==> src/hw/rtl/bpls_pkg.sv <==
// Shared types and constants for the budgeted prize label search block.
package bpls_pkg;

  localparam int MAX_NODES   = 8;
  localparam int QUEUE_DEPTH = 64;

  localparam logic [1:0] CMD_LOAD_DIST  = 2'd0;
  localparam logic [1:0] CMD_LOAD_PRIZE = 2'd1;
  localparam logic [1:0] CMD_RUN        = 2'd2;

  localparam logic CFG_NODE_COUNT  = 1'b0;
  localparam logic CFG_TIME_BUDGET = 1'b1;

  localparam int TIME_W  = 16;
  localparam int PRIZE_W = 12;
  localparam int MASK_W  = 8;

  typedef enum logic [3:0] {
    ST_IDLE,
    ST_INIT,
    ST_POP,
    ST_QWAIT,
    ST_RD,
    ST_EVAL,
    ST_EMIT
  } state_t;

  // Controller to datapath.
  typedef struct packed {
    logic init;      // reset labels and queue, push node 0
    logic pop;       // read queue head
    logic latch;     // capture the popped label
    logic rd;        // read distance and prize for the node under test
    logic eval;      // compare and update the node under test
    logic node_clr;  // node index to zero
    logic node_inc;  // node index plus one
    logic emit;      // load output register for the current node
  } dp_cmd_t;

  // Datapath to controller.
  typedef struct packed {
    logic q_empty;
    logic node_last;
    logic out_free;
  } dp_sts_t;

endpackage

==> src/hw/rtl/bpls_ctrl.sv <==
// Sequencing state machine of the label search.
module bpls_ctrl import bpls_pkg::*; (
  input  logic    clk,
  input  logic    rst_n,
  input  logic    run_start,
  input  dp_sts_t sts,
  output dp_cmd_t cmd,
  output logic    busy
);

  state_t state_r, state_nxt;

  always_ff @(posedge clk) begin
    if (!rst_n) state_r <= ST_IDLE;
    else        state_r <= state_nxt;
  end

  always_comb begin
    state_nxt = state_r;
    unique case (state_r)
      ST_IDLE:  if (run_start) state_nxt = ST_INIT;
      ST_INIT:  state_nxt = ST_POP;
      ST_POP:   state_nxt = sts.q_empty ? ST_EMIT : ST_QWAIT;
      ST_QWAIT: state_nxt = ST_RD;
      ST_RD:    state_nxt = ST_EVAL;
      ST_EVAL:  state_nxt = sts.node_last ? ST_POP : ST_RD;
      ST_EMIT:  if (sts.out_free) state_nxt = sts.node_last ? ST_IDLE : ST_EMIT;
      default:  state_nxt = ST_IDLE;
    endcase
  end

  always_comb begin
    cmd = '0;
    busy = (state_r != ST_IDLE);
    unique case (state_r)
      ST_IDLE:  ;
      ST_INIT:  cmd.init = 1'b1;
      ST_POP: begin
        cmd.pop = !sts.q_empty;
        cmd.node_clr = 1'b1;
      end
      ST_QWAIT: cmd.latch = 1'b1;
      ST_RD:    cmd.rd = 1'b1;
      ST_EVAL: begin
        cmd.eval = 1'b1;
        cmd.node_inc = !sts.node_last;
      end
      ST_EMIT: begin
        cmd.emit = sts.out_free;
        cmd.node_inc = sts.out_free && !sts.node_last;
        cmd.node_clr = sts.out_free && sts.node_last;
      end
      default: ;
    endcase
  end

endmodule

==> src/hw/rtl/bpls_dpath.sv <==
// Tables, label store, label queue and output register of the label search.
module bpls_dpath import bpls_pkg::*; (
  input  logic                 clk,
  input  logic                 rst_n,
  input  logic                 ld_dist,
  input  logic                 ld_prize,
  input  logic [2:0]           ld_row,
  input  logic [2:0]           ld_col,
  input  logic [7:0]           ld_value,
  input  logic [3:0]           node_count,
  input  logic [TIME_W-1:0]    time_budget,
  input  dp_cmd_t              cmd,
  output dp_sts_t              sts,
  output logic                 out_valid,
  input  logic                 out_ready,
  output logic [2:0]           out_node,
  output logic [TIME_W-1:0]    out_time,
  output logic [PRIZE_W-1:0]   out_prize,
  output logic [MASK_W-1:0]    out_mask,
  output logic                 out_ovf,
  output logic                 out_last
);

  localparam int NW = $clog2(MAX_NODES);
  localparam int QW = $clog2(QUEUE_DEPTH);
  localparam int LW = NW + TIME_W + PRIZE_W + MAX_NODES;

  logic [7:0] dist_mem [MAX_NODES*MAX_NODES];
  logic [7:0] prize_tab [MAX_NODES];
  logic [LW-1:0] q_mem [QUEUE_DEPTH];

  logic [TIME_W-1:0]    best_time_r  [MAX_NODES];
  logic [PRIZE_W-1:0]   best_prize_r [MAX_NODES];
  logic [MAX_NODES-1:0] best_mask_r  [MAX_NODES];

  logic [QW-1:0] q_head_r, q_tail_r;
  logic [QW:0]   q_count_r;
  logic          ovf_r;
  logic [NW-1:0] node_r;
  logic [NW:0]   n_use;

  logic [LW-1:0]        q_rd_r;
  logic [NW-1:0]        c_node_r;
  logic [TIME_W-1:0]    c_time_r;
  logic [PRIZE_W-1:0]   c_prize_r;
  logic [MAX_NODES-1:0] c_mask_r;
  logic [7:0]           d_rd_r, p_rd_r;

  always_comb begin
    if (node_count == 4'd0) n_use = (NW+1)'(1);
    else if ({28'd0, node_count} > MAX_NODES) n_use = (NW+1)'(MAX_NODES);
    else n_use = (NW+1)'(node_count);
  end

  assign sts.q_empty   = (q_count_r == '0);
  assign sts.node_last = ({1'b0, node_r} == n_use - (NW+1)'(1));
  assign sts.out_free  = !out_valid || out_ready;

  // Table loads.
  always_ff @(posedge clk) begin
    if (ld_dist && {29'd0, ld_row} < MAX_NODES && {29'd0, ld_col} < MAX_NODES)
      dist_mem[{NW'(ld_row), NW'(ld_col)}] <= ld_value;
    if (cmd.rd) d_rd_r <= dist_mem[{node_r, c_node_r}];
  end

  always_ff @(posedge clk) begin
    if (ld_prize && {29'd0, ld_row} < MAX_NODES) prize_tab[NW'(ld_row)] <= ld_value;
    if (cmd.rd) p_rd_r <= prize_tab[node_r];
  end

  // Candidate arithmetic for the node under test.
  logic [PRIZE_W:0] np;
  logic [TIME_W:0]  nt;
  logic             take;
  always_comb begin
    np = {1'b0, c_prize_r} + (PRIZE_W+1)'(p_rd_r);
    nt = {1'b0, c_time_r} + (TIME_W+1)'(d_rd_r);
    take = !c_mask_r[node_r] && (np[PRIZE_W-1:0] > best_prize_r[node_r])
           && (nt <= {1'b0, time_budget});
  end

  logic [MAX_NODES-1:0] new_mask;
  assign new_mask = c_mask_r | (MAX_NODES'(1) << node_r);

  logic             push;
  logic [LW-1:0]    push_data;
  always_comb begin
    push = 1'b0;
    push_data = {NW'(0), TIME_W'(0), PRIZE_W'(0), MAX_NODES'(1)};
    if (cmd.init) push = 1'b1;
    else if (cmd.eval && take) begin
      push = 1'b1;
      push_data = {node_r, nt[TIME_W-1:0], np[PRIZE_W-1:0], new_mask};
    end
  end

  // Label store.
  always_ff @(posedge clk) begin
    for (int i = 0; i < MAX_NODES; i++) begin
      if (!rst_n) begin
        best_time_r[i]  <= '0;
        best_prize_r[i] <= '0;
        best_mask_r[i]  <= '0;
      end else if (cmd.init) begin
        best_time_r[i]  <= '0;
        best_prize_r[i] <= '0;
        best_mask_r[i]  <= MAX_NODES'(1) << i;
      end else if (cmd.eval && take && node_r == NW'(i)) begin
        best_time_r[i]  <= nt[TIME_W-1:0];
        best_prize_r[i] <= np[PRIZE_W-1:0];
        best_mask_r[i]  <= new_mask;
      end
    end
  end

  // Label queue.
  always_ff @(posedge clk) begin
    if (push && (cmd.init || q_count_r != (QW+1)'(QUEUE_DEPTH)))
      q_mem[cmd.init ? QW'(0) : q_tail_r] <= push_data;
    if (cmd.pop) q_rd_r <= q_mem[q_head_r];
  end

  always_ff @(posedge clk) begin
    if (!rst_n) begin
      q_head_r  <= '0;
      q_tail_r  <= '0;
      q_count_r <= '0;
      ovf_r     <= 1'b0;
    end else if (cmd.init) begin
      q_head_r  <= '0;
      q_tail_r  <= QW'(1);
      q_count_r <= (QW+1)'(1);
      ovf_r     <= 1'b0;
    end else begin
      if (cmd.pop) q_head_r <= q_head_r + QW'(1);
      if (push) begin
        if (q_count_r == (QW+1)'(QUEUE_DEPTH)) ovf_r <= 1'b1;
        else q_tail_r <= q_tail_r + QW'(1);
      end
      q_count_r <= q_count_r - (QW+1)'(cmd.pop)
                 + (QW+1)'(push && q_count_r != (QW+1)'(QUEUE_DEPTH));
    end
  end

  always_ff @(posedge clk) begin
    if (cmd.latch) {c_node_r, c_time_r, c_prize_r, c_mask_r} <= q_rd_r;
  end

  always_ff @(posedge clk) begin
    if (!rst_n) node_r <= '0;
    else if (cmd.node_clr) node_r <= '0;
    else if (cmd.node_inc) node_r <= node_r + NW'(1);
  end

  // Output register.
  always_ff @(posedge clk) begin
    if (!rst_n) out_valid <= 1'b0;
    else if (cmd.emit) out_valid <= 1'b1;
    else if (out_ready) out_valid <= 1'b0;
  end

  always_ff @(posedge clk) begin
    if (cmd.emit) begin
      out_node  <= 3'(node_r);
      out_time  <= best_time_r[node_r];
      out_prize <= best_prize_r[node_r];
      out_mask  <= MASK_W'(best_mask_r[node_r]);
      out_ovf   <= ovf_r;
      out_last  <= sts.node_last;
    end
  end

endmodule

==> src/hw/rtl/budgeted_prize_label_search.sv <==
// Top level of the budgeted prize label search block.
// Load items (distance and prize) are taken one per cycle. A run item starts
// a breadth-first label search from node 0 and holds off the input until the
// last result is loaded into the output register. The search has an init
// state, then a pop and a latch state for each queued label plus a read and
// an evaluate state per node in use for every popped label, set by the single
// distance memory read port and the shared compare unit, and a last pop state
// to find the queue empty; then one result per node leaves at one per cycle
// while the output side is ready. The queue keeps QUEUE_DEPTH labels; further
// pushes are dropped and flagged in the overflow bit. Entries of the distance
// and prize tables read before being loaded give undefined results.
module budgeted_prize_label_search import bpls_pkg::*; (
  input  logic        clk,
  input  logic        rst_n,
  input  logic        cfg_we,
  input  logic        cfg_index,
  input  logic [15:0] cfg_data,
  input  logic        in_tvalid,
  output logic        in_tready,
  input  logic [1:0]  in_tuser,   // command[1:0]
  input  logic [15:0] in_tdata,   // row[2:0], col[5:3], value[13:6]
  output logic        out_tvalid,
  input  logic        out_tready,
  output logic [39:0] out_tdata,  // node_id[2:0], arrival_time[18:3],
                                  // total_prize[30:19], visited_mask[38:31]
  output logic        out_tuser,  // overflow[0]
  output logic        out_tlast
);

  logic [3:0]        node_count_r;
  logic [TIME_W-1:0] time_budget_r;

  always_ff @(posedge clk) begin
    if (!rst_n) begin
      node_count_r  <= 4'd5;
      time_budget_r <= 16'd9;
    end else if (cfg_we) begin
      unique case (cfg_index)
        CFG_NODE_COUNT:  node_count_r  <= cfg_data[3:0];
        CFG_TIME_BUDGET: time_budget_r <= cfg_data;
        default: ;
      endcase
    end
  end

  dp_cmd_t cmd;
  dp_sts_t sts;
  logic    busy, acc;
  logic [1:0] command;

  assign command   = in_tuser;
  assign in_tready = !busy;
  assign acc       = in_tvalid && in_tready;

  logic [2:0]         o_node;
  logic [TIME_W-1:0]  o_time;
  logic [PRIZE_W-1:0] o_prize;
  logic [MASK_W-1:0]  o_mask;

  bpls_ctrl u_ctrl (
    .clk       (clk),
    .rst_n     (rst_n),
    .run_start (acc && command == CMD_RUN),
    .sts       (sts),
    .cmd       (cmd),
    .busy      (busy)
  );

  bpls_dpath u_dpath (
    .clk         (clk),
    .rst_n       (rst_n),
    .ld_dist     (acc && command == CMD_LOAD_DIST),
    .ld_prize    (acc && command == CMD_LOAD_PRIZE),
    .ld_row      (in_tdata[2:0]),
    .ld_col      (in_tdata[5:3]),
    .ld_value    (in_tdata[13:6]),
    .node_count  (node_count_r),
    .time_budget (time_budget_r),
    .cmd         (cmd),
    .sts         (sts),
    .out_valid   (out_tvalid),
    .out_ready   (out_tready),
    .out_node    (o_node),
    .out_time    (o_time),
    .out_prize   (o_prize),
    .out_mask    (o_mask),
    .out_ovf     (out_tuser),
    .out_last    (out_tlast)
  );

  assign out_tdata = {1'b0, o_mask, o_prize, o_time, o_node};

endmodule

==> config.mk <==
export PLATFORM = sky130hd
export DESIGN_NAME = budgeted_prize_label_search
export DESIGN_NICKNAME = d
export VERILOG_FILES = /design/src/hw/rtl/bpls_pkg.sv /design/src/hw/rtl/bpls_ctrl.sv /design/src/hw/rtl/bpls_dpath.sv /design/src/hw/rtl/budgeted_prize_label_search.sv
export SDC_FILE = /design/constraint.sdc
export NUM_CORES = 2
export LEC_CHECK = 0
export BUFFER_PORTS_ARGS = -buffer_cell sky130_fd_sc_hd__buf_2
export CAP_MARGIN = 15
export CORE_UTILIZATION = 54
export CTS_CLUSTER_DIAMETER = 80
export DETAILED_ROUTE_END_ITERATION = 8
export GPL_ROUTABILITY_DRIVEN = 0
export PLACE_DENSITY = 0.68
export SLEW_MARGIN = 40
export SYNTH_ARGS = -nofsm -noshare
export SYNTH_HDL_FRONTEND = slang
export SYNTH_SLANG_ARGS = --single-unit
==> constraint.sdc <==
create_clock -name clk -period 10.5 [get_ports clk]
set_clock_uncertainty 0.2 [all_clocks]
set_input_delay 0.525 -clock clk [delete_from_list [all_inputs] [get_ports clk]]
set_output_delay 0.525 -clock clk [all_outputs]
set_load 0.01 [all_outputs]
======== Word level (Yosys, flattened, before mapping) ========
Memories as Yosys holds them, arrays and structs flattened. A register that Yosys moved wholly into a read port is not among the register bits.
Index checks and enable logic that the tools add are counted.
word-level totals
  register bits after elaboration ......... 104
  bits in latches ......................... 0
  bits in writable memories ............... 3360
  memory bits (read-only) ................. 0
  input bits .............................. 40
  output and inout port bits .............. 44
  logic and storage cells ................. 274
  memories kept ........................... 6
operators by class
  add/subtract/negate cells ............... 8
  multipliers ............................. 0
  div/mod/pow operators ................... 0
  $lt $le $gt $ge ......................... 4
  eq/ne operators ......................... 21
  shift-type cells ........................ 1
  mux-type cells .......................... 121
  bitwise gates (word level) .............. 52
  reduce and logical (&&, ||, !) cells .... 42
memory list
  memory                depth  bits a word  rd ports  clocked after memory_dff  write ports  line              RTL
  u_dpath.q_mem         64     39           1         1                         1            bpls_dpath.sv:30  logic [LW-1:0] q_mem [QUEUE_DEPTH];
  u_dpath.dist_mem      64     8            1         1                         1            bpls_dpath.sv:28  logic [7:0] dist_mem [MAX_NODES*MAX_NODES];
  u_dpath.best_time_r   8      16           1         1                         8            bpls_dpath.sv:32  logic [TIME_W-1:0] best_time_r [MAX_NODES];
  u_dpath.best_prize_r  8      12           1         1                         8            bpls_dpath.sv:33  logic [PRIZE_W-1:0] best_prize_r [MAX_NODES];
  u_dpath.best_mask_r   8      8            1         1                         8            bpls_dpath.sv:34  logic [MAX_NODES-1:0] best_mask_r [MAX_NODES];
  u_dpath.prize_tab     8      8            1         1                         1            bpls_dpath.sv:29  logic [7:0] prize_tab [MAX_NODES];
operator list
  cell                                             count
  two-way mux 16 bit                               16
  two-way mux 12 bit                               16
  two-way mux 8 bit                                16
  two-way mux 39 bit                               2
  two-way mux 1 bit                                57
  bitwise OR 1 bit                                 48
  case mux 4 bit (7 select lines)                  1
  logical AND 1 bit                                19
  adder 16 x 8 -> 17 bit                           1
  less-or-equal comparator 17 x 16 -> 1 bit        1
  two-way mux 4 bit                                4
  two-way mux 3 bit                                5
  adder 12 x 8 -> 12 bit                           1
  adder 6 x 1 -> 6 bit, second input constant      2
  == test 3 bit, second input constant             4
  == test 4 x 3 -> 1 bit, second input constant    3
  greater-than comparator 12 bit                   1
  AND reduction 2 bit                              6
  == test 4 x 2 -> 1 bit, second input constant    2
  logical NOT 4 bit                                2
  bitwise OR 8 bit                                 1
  left shift 1 x 3 -> 8 bit, first input constant  1
  adder 7 x 1 -> 7 bit                             1
  == test 7 bit, second input constant             1
  other kinds (25)                                 38

======== Depth between registers and ports, before layout ========
  depth in word-level cells ............... 12
  depth in mapped cells ................... 28

======== Hierarchy ========
A second synthesis with hierarchy kept.
second synthesis, totals
  cells, all modules ...................... 6115
  area total of the unflattened synthesis .. 137678.3 um^2
modules (own cells, without submodules)
  module                       times used  cells an instance  area an instance (um^2)  seq. area each (um^2)
  bpls_dpath                   1           5980               136488.4                 105491.2
  budgeted_prize_label_search  1           98                 903.4                    400.4
  bpls_ctrl                    1           37                 286.5                    60.1

======== Least setup slack after synthesis ========
No wires, ideal clock.
  path kind ............................... reg-to-reg
  start point ............................. register u_dpath.d_rd_r[0], read port of u_dpath.dist_mem
  end point ............................... memory u_dpath.q_mem[34][0] in the netlist's numbering (enable)
  setup time .............................. 0.533 ns
  data arrival time ....................... 7.852 ns
  required time ........................... 9.767 ns
  slack ................................... 1.916 ns
  cell stages (with the launch flop) ...... 20
  path buffers ............................ 2
  cell sequence ........................... edfxtp_1 > ha_1 > fa_1 > nand2_1 > a21o_1 > a21oi_1 > o31ai_1 > nor2_1 > xnor2_1 > inv_1 > ha_1 > nand4_1 > nor4_1 > a41oi_1 > nor3b_2 > and4_1 > buf_2 > nand2_1 > buf_2 > nor4_1
between the ends
  word-level cells in the longest chain between the ends .. 9
RTL lines
  item                                       line               RTL
  start: declaration                         bpls_dpath.sv:47   logic [7:0] d_rd_r, p_rd_r;
  adder 16 x 8 -> 17 bit                     bpls_dpath.sv:77   nt = {1'b0, c_time_r} + (TIME_W+1)'(d_rd_r);
  named net u_dpath.nt[12]                   bpls_dpath.sv:73   logic [TIME_W:0] nt;
  less-or-equal comparator 17 x 16 -> 1 bit  bpls_dpath.sv:79   && (nt <= {1'b0, time_budget});
  logical AND 1 bit                          bpls_dpath.sv:79
  logical AND 1 bit                          bpls_dpath.sv:91   else if (cmd.eval && take) begin
  two-way mux 1 bit                          bpls_dpath.sv:91
  two-way mux 1 bit                          bpls_dpath.sv:90   if (cmd.init) push = 1'b1;
  logical AND 1 bit                          bpls_dpath.sv:118  if (push && (cmd.init || q_count_r != (QW+1)'(QUEUE_DEPTH)))
  two-way mux 1 bit                          bpls_dpath.sv:118
  two-way mux 1 bit                          bpls_dpath.sv:119  q_mem[cmd.init ? QW'(0) : q_tail_r] <= push_data;
  end: declaration                           bpls_dpath.sv:30
The timed path passes the listed nets, and every way through them passes these cells.

======== Worst setup path in the final report ========
  start point ............................. register u_dpath.d_rd_r[0], read port of u_dpath.dist_mem
  end point ............................... memory u_dpath.q_mem[46][1] in the netlist's numbering (enable)
Same word-level chain as after synthesis.

==> run metrics <==
Compound-Gate Fraction of Synth Area=0.00520; leading cell type by number of instances after synthesis=edfxtp_1; drt drc=0; Worst Path Required=10.92 ns; Setup Buffers After CTS=0; Slew Limit Fails=0; Post-synth top cells=edfxtp_1, mux4_2, nor2_1, nand2_1, clkbuf_1; CP endpoint kind=register; pin count of the biggest net entering global routing=129; placed cell areas=0.144 mm2; root buffer cell=clkbuf_16; total track usage=0.244; Crit-path slowest cell=or4_2; Core ar.=0.252 mm2; Clock Sinks=3,545; GR Layer Usage met3=0.0644; Adder-Cell Fraction of Synth Area=0.00608; HPWL after DPL=177,000 um; grt met1 use=0.354; Hold Crit Class=input port to register; share of cells above drive strength 1=0.301; Synth Instances=6,067; Worst setup SP type=register; P_leak=53.8 nW; Final setup viols=0; vias in the first global route=65.1k; design area=~0.16 mm2; Clock Tree Buf Depth=4; PortBufs=80; Ports=84; CP delay by family, top=simple AND/OR/NAND/NOR gates; GR peak layer=met2; Max Cap Viol=0; Worst slew margin=0.402; DR pass1 iterations=6; FP Rows=184; Post-Place Setup Slack=roughly 2.4 ns; CTS Hold Bufs=47; unique cell type count in the Yosys netlist=60; grt total ovfl=0; clock-pin slew on the worst setup and hold paths=around 0.060 ns; Worst path max stage delay=1.18 ns; Critical path buffers and inverters=2; post-synthesis mux area share=0.178; unrepaired setup endpoints after global routing=no; Post-Synth Simple-Gate Area=0.0250; Syn Nets=6,172; H-tree levels=5; EDFF count, synth=3,495; setup ws final=2.48 ns; area delta synth->final=13.3%; flops & latches, synth=3,545; status=finished, final reports clean; met2 usage=0.376; latest clock arrival within the worst-skew pair=0.97 ns; initial antenna violation count=24; synthesized area per cell=between 20 and 25 um2; die width=506 um; crit path kind=register to register; Post-CTS Resized=0; Final Hold Vio Count=0; Via density=6.34; ANT nets after route=0; leading area contributor after synthesis=edfxtp_1; Max FO, Critical Path=20; Final nets=between 6k and 7k; Synth Warn #=0; Cell Chain, Critical Path=ha_1 > fa_1 > nand2_1 > a21o_1 > a21oi_1 > o31ai_1 > nor2_1 > xnor2_2 > inv_1 > ha_1 > nand4_1 > nor4_1 > a41oi_1 > nor3b_2 > nand4_1 > or4_2 > nor2_4 > buf_4; TritonCTS clock tree=built; WL/cell=30.8 um; die area=0.256 mm2; period utilisation layout=0.764; final setup TNS=0 ns; power per cell area=approximately 190 mW/mm2; post-layout min period=8.02 ns; WL final=between 300,000 and 400,000 um; R2R Setup Slk=2.48 ns; die height=~500 um; Main synth FF type=edfxtp_1; Via Count=around 64k; first-pass GRT wire length=roughly 450,000 um; fillcell total=between 15k and 20k; cts bufs inserted=about 370; fmax=0.125 GHz; area share of the largest cell type after synthesis=0.764; Worst Tran Pin Value=slightly below 0.9 ns; worst hold slack=~0.057 ns; Post-Syn Area=0.137 mm2; Initial DRC Count=8,212; Seq/Total Area, Yosys=0.771; Initial Utilization=0.545; largest family of logic cells by synthesized area=multiplexers; Peak VDD IR=approximately 0.20 mV; Area contributors post-synth=edfxtp_1, mux4_2, nor2_1; Worst EP arrival=8.44 ns; async set-reset flop share out of synthesis=0; xor/xnor share of the synthesized area=0.00230
==> layer usage <==
layer,share of wire,vias up
met5,0.000042,-
met4,0.019,2
met3,0.10,402
met2,0.48,2917
met1,0.40,34400
li1,-,26200
==> kinds of logic after synthesis <==
group | after synthesis
adders and majority gates | 65
other | 1
and+or+nand+nor | 816
muxes | 1095
buffers and inverters | 401
AOI/OAI and AO/OA | 108
xor gates and xnor gates | 36
DFF | 3545
==> placed cells by master (no fill, tap or decap), types with 12 or more instances in the layout <==
master            n
a21boi_0         16
a21oi_1          25
buf_16           14
buf_2            80
buf_4           162
buf_6            12
buf_8            15
bufinv_16        31
clkbuf_1         75
clkbuf_16       373
clkinv_1         79
clkinv_2         41
dfxtp_1          39
dlygate4sd3_1    47
edfxtp_1       3495
ha_1             62
inv_1            80
mux2i_1          17
mux4_2         1077
nand2_1         183
nand3_1          15
nand4_1          13
nor2_1          393
nor2_4           87
nor2b_1          13
nor3_1           13
nor3_2           12
o21ai_0          16
xnor2_1          16
xor2_1           15
==> worst paths after layout <==
kind / start / end / depth (start not counted)
worst max-delay path: u_dpath.d_rd_r[0]$_DFFE_PN_ / u_dpath.q_mem[46][1]$_DFFE_PP_ / 18
worst min-delay path: in_tdata[9] / u_dpath.dist_mem[32][3]$_DFFE_PP_ / 2
worst max register to register: u_dpath.d_rd_r[0]$_DFFE_PN_ / u_dpath.q_mem[46][1]$_DFFE_PP_ / 18
worst min register to register: u_dpath.q_rd_r[10]$_DFFE_PP_ / u_dpath.c_prize_r[2]$_DFFE_PN_ / 0
==> registers in the layout, indices dropped and copies added, names as in the netlist, 12 cells and up, named ones only <==
| name | count |
|---|---|
| time_budget_r | 16 |
| u_dpath.out_prize | 12 |
| u_dpath.best_prize_r | 96 |
| u_dpath.best_time_r | 128 |
| u_dpath.q_rd_r | 39 |
| u_dpath.best_mask_r | 64 |
| u_dpath.prize_tab | 64 |
| u_dpath.c_time_r | 16 |
| u_dpath.out_time | 16 |
| u_dpath.q_mem | 2496 |
| u_dpath.dist_mem | 512 |
| u_dpath.c_prize_r | 12 |
==> final cells by class <==
type	count	area, um2	area share
Sequential cell	3545	106000	0.681
Multi-Input combinational cell	2121	30700	0.197
Tap cell	3348	4190	0.0269
Timing Repair Buffer	340	3030	0.0195
Clock buffer	456	9730	0.0625
Clock inverter	177	1680	0.0108
Inverter	86	323	0.00207
Antenna cell	4	10.0	0.0000643
==> power breakdown <==
part	internal (W)	switching, W	leakage [nW]
clock	0.00729	0.00517	5.55
sequential	0.0156	0.0000714	37.9
combinational	0.000460	0.000705	10.3
total	0.0233	0.00595	53.8
==> per-stage QoR <==
stage,power [W],util,std cells
final,0.0293,0.617,10100
after global routing,0.0301,0.617,10100
after CTS,0.0294,0.617,10100
after detailed placement,0.0171,0.569,9386
after global placement,0.0170,0.567,9363
after floorplan,0.0167,-,6067
Note: power is estimated with default switching activity, not from simulation.
